$ cat src/design/fpexp_pkg.sv
// ----------------------------------------------------------------------------
// Fixed-point exponential package
// Widths, constants, the sideband type and the Q16.16 product scaling helper
// that the exponential pipeline shares between its modules.
// ----------------------------------------------------------------------------
`default_nettype none

package fpexp_pkg;

  localparam int QFRAC = 16;
  localparam int XW    = 32;              // argument width
  localparam int EW    = 31;              // result width
  localparam int NW    = 6;               // power of two, fits -16..15 and more
  localparam int GW    = 18;              // reduced argument and its square
  localparam int PW    = 20;              // Horner partial sum
  localparam int RW    = 21;              // polynomial result before scaling
  localparam int PRODW = 50;              // widest product in the datapath
  localparam int QW    = PRODW - QFRAC;   // product after scaling down

  localparam logic signed [XW-1:0]  ARG_MAX = 32'sd681391;
  localparam logic signed [XW-1:0]  ARG_MIN = -32'sd726817;
  localparam logic signed [GW-1:0]  LOG2E_Q = 18'sd94548;
  localparam logic signed [GW-1:0]  LN2_HI  = 18'sd45440;
  localparam logic signed [GW-1:0]  LN2_LO  = -18'sd13;
  localparam logic signed [GW-1:0]  LN2_Q   = LN2_HI + LN2_LO;
  localparam logic signed [PW-1:0]  POLY_A1 = 20'sd13;
  localparam logic signed [PW-1:0]  POLY_A2 = 20'sd91;
  localparam logic signed [PW-1:0]  POLY_A3 = 20'sd546;
  localparam logic signed [PW-1:0]  POLY_A4 = 20'sd2730;
  localparam logic signed [PW-1:0]  POLY_A5 = 20'sd10922;
  localparam logic signed [PW-1:0]  POLY_A6 = 20'sd32768;
  localparam logic signed [QW-1:0]  Q_HALF  = 34'sd32768;
  localparam logic signed [RW-1:0]  Q_ONE   = 21'sd65536;
  localparam logic [EW-1:0]         SAT_MAX = 31'h7fffffff;

  // Control and operands that travel alongside the Horner partial sum.
  typedef struct packed {
    logic                 vld;
    logic                 hi;
    logic                 lo;
    logic signed [NW-1:0] n;
    logic signed [GW-1:0] g;
    logic signed [GW-1:0] g2;
  } side_t;

  // Divide a product by 2^16, rounding toward zero.
  function automatic logic signed [QW-1:0] qdiv(input logic signed [PRODW-1:0] a);
    logic signed [PRODW-1:0] b;
    b = a + (a[PRODW-1] ? PRODW'((1 << QFRAC) - 1) : PRODW'(0));
    return QW'(b >>> QFRAC);
  endfunction

endpackage

`default_nettype wire

$ cat src/design/fpexp_horner.sv
// ----------------------------------------------------------------------------
// Fixed-point exponential Horner stage
// One registered step p' = (p * g) / 2^16 + coefficient.
// ----------------------------------------------------------------------------
`default_nettype none

module fpexp_horner #(
  parameter logic signed [fpexp_pkg::PW-1:0] Coef = '0
) (
  input  wire logic                              clk_i,
  input  wire logic                              rst_ni,
  input  wire fpexp_pkg::side_t                  side_i,
  input  wire logic signed [fpexp_pkg::PW-1:0]   p_i,
  output fpexp_pkg::side_t                       side_o,
  output logic signed [fpexp_pkg::PW-1:0]        p_o
);

  fpexp_pkg::side_t                      side_q;
  logic signed [fpexp_pkg::PW-1:0]       p_d, p_q;
  logic signed [fpexp_pkg::PRODW-1:0]    prod;

  assign prod = fpexp_pkg::PRODW'(p_i) * fpexp_pkg::PRODW'(side_i.g);
  assign p_d  = fpexp_pkg::PW'(fpexp_pkg::qdiv(prod)) + Coef;

  always_ff @(posedge clk_i or negedge rst_ni) begin
    if (!rst_ni) begin
      side_q <= '0;
    end else begin
      side_q <= side_i;
    end
  end

  always_ff @(posedge clk_i) begin
    p_q <= p_d;
  end

  assign side_o = side_q;
  assign p_o    = p_q;

endmodule

`default_nettype wire

$ cat config.mk
export PLATFORM = sky130hd
export DESIGN_NAME = fpexp_horner
export DESIGN_NICKNAME = d
export VERILOG_FILES = /design/src/design/fpexp_pkg.sv /design/src/design/fpexp_horner.sv
export SDC_FILE = /design/constraint.sdc
export NUM_CORES = 1
export LEC_CHECK = 0
export ABC_AREA = 1
export BUFFER_PORTS_ARGS = -buffer_cell sky130_fd_sc_hd__buf_2
export CORE_MARGIN = 1
export CORE_UTILIZATION = 40
export CTS_CLUSTER_SIZE = 24
export DETAILED_ROUTE_END_ITERATION = 8
export GPL_ROUTABILITY_DRIVEN = 0
export SKIP_CTS_REPAIR_TIMING = 1
export SKIP_LAST_GASP = 1
export SYNTH_ARGS = -nofsm -noshare
export SYNTH_HDL_FRONTEND = slang
export SYNTH_SLANG_ARGS = --single-unit
$ cat constraint.sdc
create_clock -name clk_i -period 0.8 [get_ports clk_i]
set_clock_uncertainty 0.1 [all_clocks]
set_input_delay 0.16 -clock clk_i [delete_from_list [all_inputs] [get_ports clk_i]]
set_output_delay 0.16 -clock clk_i [all_outputs]
set_load 0.02 [all_outputs]
==> metrics.txt <==
CP Launch Type input pin; FMAX 0.165 GHz; grt met2 use 38.9%; Root Driver clkbuf_16; # diodes 0; unrepaired setup endpoints after global routing true; CTS Buf Count 9; core area 41300 um2; Slew Viols, Final 0; Area Growth Syn to Fin 33.7%; largest cells by area after synthesis fa_1 43%, inv_1 15%, nand2_1 13%; status finished, violations left; slowest stage cell, crit path fa_1; nets between 3k and 4k; DRC 0; CTS sink count 65; share of layout cells above drive strength 1 about a quarter; clk buf depth 2; Final WS setup -5260 ps; Synth Warn # 0; dpl hpwl just under 40000 um; initial antenna violation count 0; most frequent cells in the layout 657 x inv_1, 530 x nand2_1, 347 x fa_1; first-pass GRT wire length 75600 um; CP Max Fanout 5; total number of vias around 15k; failing checks hold timing, setup timing; die area 43100 um2; WP data arrival 6220 ps; drt initial violations 729; Yosys top cell area share 42.7%; max_cap viols 0; DIE HEIGHT 208 um; CTS HTree Levels 3; Yosys reg bits 65; Slew headroom 74.2%; post-DR wirelength/cell 14.9 um; Pre-Repair DR Iteration Count 7; min Tclk post-route 6060 ps; min-delay worst type in -> reg; I/O Buffers 131; sequential area share after synthesis 9.02%; Crit path max-delay family adder cells; Reg clk slew, reported paths 60 ps; Worst Path Required between 900 and 1000 ps; Syn Std Cell Area 16900 um2; met3 Use GR 3.39%; Worst Tran Pin Value 384 ps; Die W between 200 and 250 um; fin crit share 757%; Ports 132; commonest non-fill, non-tap cell in the layout inv_1; Max stage delay on crit path 590 ps; # rows 74; Worst Hold Slack -51.7 ps; Worst Path Buf+Inv 9; Initial Utilization 41.0%; GRT Residual Overflow 0; GRT busiest layer met2; Post-Syn Nets 2718; Synth area leader fa_1; final setup vio count between 80 and 90; Crit. End Element register; grt met1 use between 20% and 30%; vias per cell 4.64; Post-Syn Area per Cell approximately 7.7 um2; GRT Total Usage 22.0%; Distinct cells, synth between 40 and 50; Routed Antenna Nets 0; Syn Inst Count roughly 2.2k; Fin. Hold Viols 3; kind of critical path in -> reg; CTS tree built; WL final 46800 um; vias in the first global route approximately 16k; largest net degree at the start of global routing 46
sequential cells by signal, indices dropped and copies added, names as in the netlist:
signal	flops
p_o	20
side_o	45
cells by family (layout without fill, tap and decap cells):
| logic type | count (synthesis) | count (layout) | synth area share, % |
|---|---|---|---|
| AND/OR/NAND/NOR | 779 | 782 | 18.9 |
| XOR/XNOR | 36 | 36 | 1.91 |
| adder cells (fa/ha/maj) | 463 | 463 | 50.2 |
| AO/OA/AOI/OAI | 82 | 82 | 2.87 |
| flip-flops | 65 | 65 | 9.02 |
| buffers and inverters | 763 | 1186 | 17.0 |
metal layers:
metal / vias up / part of all wire, %
li1: 6972 / -
met1: 7197 / 43
met2: 350 / 50
met3: 74 / 4.4
met4: 0 / 2.8
met5: - / 0
per-stage QoR:
stage                     instances  utilization, %  setup WS (ps)  area, um2  TNS (ps)
after global placement         3067            49.5          -5860      20400   -116140
after global routing           3146            54.8          -5540      22600   -131640
final                          3146            54.8          -5260      22600   -124070
after detailed placement       3067            49.5          -5920      20400   -117500
after floorplan                2188               -          -5520      17300   -108450
after CTS                      3083            50.3          -5550      20800   -131940
cells in the mapped netlist (all sizes together):
master   count
or2          6
nor4b        1
inv        685
dfxtp       20
o211ai       5
dfrtp       45
ha         102
a21o         8
fa         361
buf          8
nand3       49
o21a         1
a21oi       41
nor2       105
a31oi        1
nor3b        1
nand2      586
o21bai       6
nor3         7
a21boi       1
xnor2       10
o2111ai      2
o31ai        1
and2         2
o21ai       16
clkbuf      70
and3         1
nor4         1
nand3b       4
nand4       16
xor2        26
worst paths after layout:
path                                         to  cells past startpoint       start  slack (ps)
min in group asynchronous  side_o[12]$_DFF_PN0_                      3      rst_ni         220
worst max-delay path            p_o[17]$_DFF_P_                     36      p_i[9]       -5260
worst min-delay path       side_o[35]$_DFF_PN0_                      2  side_i[35]         -50
max in group asynchronous   side_o[4]$_DFF_PN0_                      3      rst_ni         160
layout make-up:
class,count,area (um2)
fill,3855,18700
multi-input combinational,1363,13300
timing repair buffer,485,4200
inverter,685,2570
sequential,65,1550
tap,532,666
clock buffer,11,254
clock inverter,5,61.3
Power is left out: the tool's default activity adds up to more than one toggle a clock period on the data nets, which glitch-free logic cannot reach.
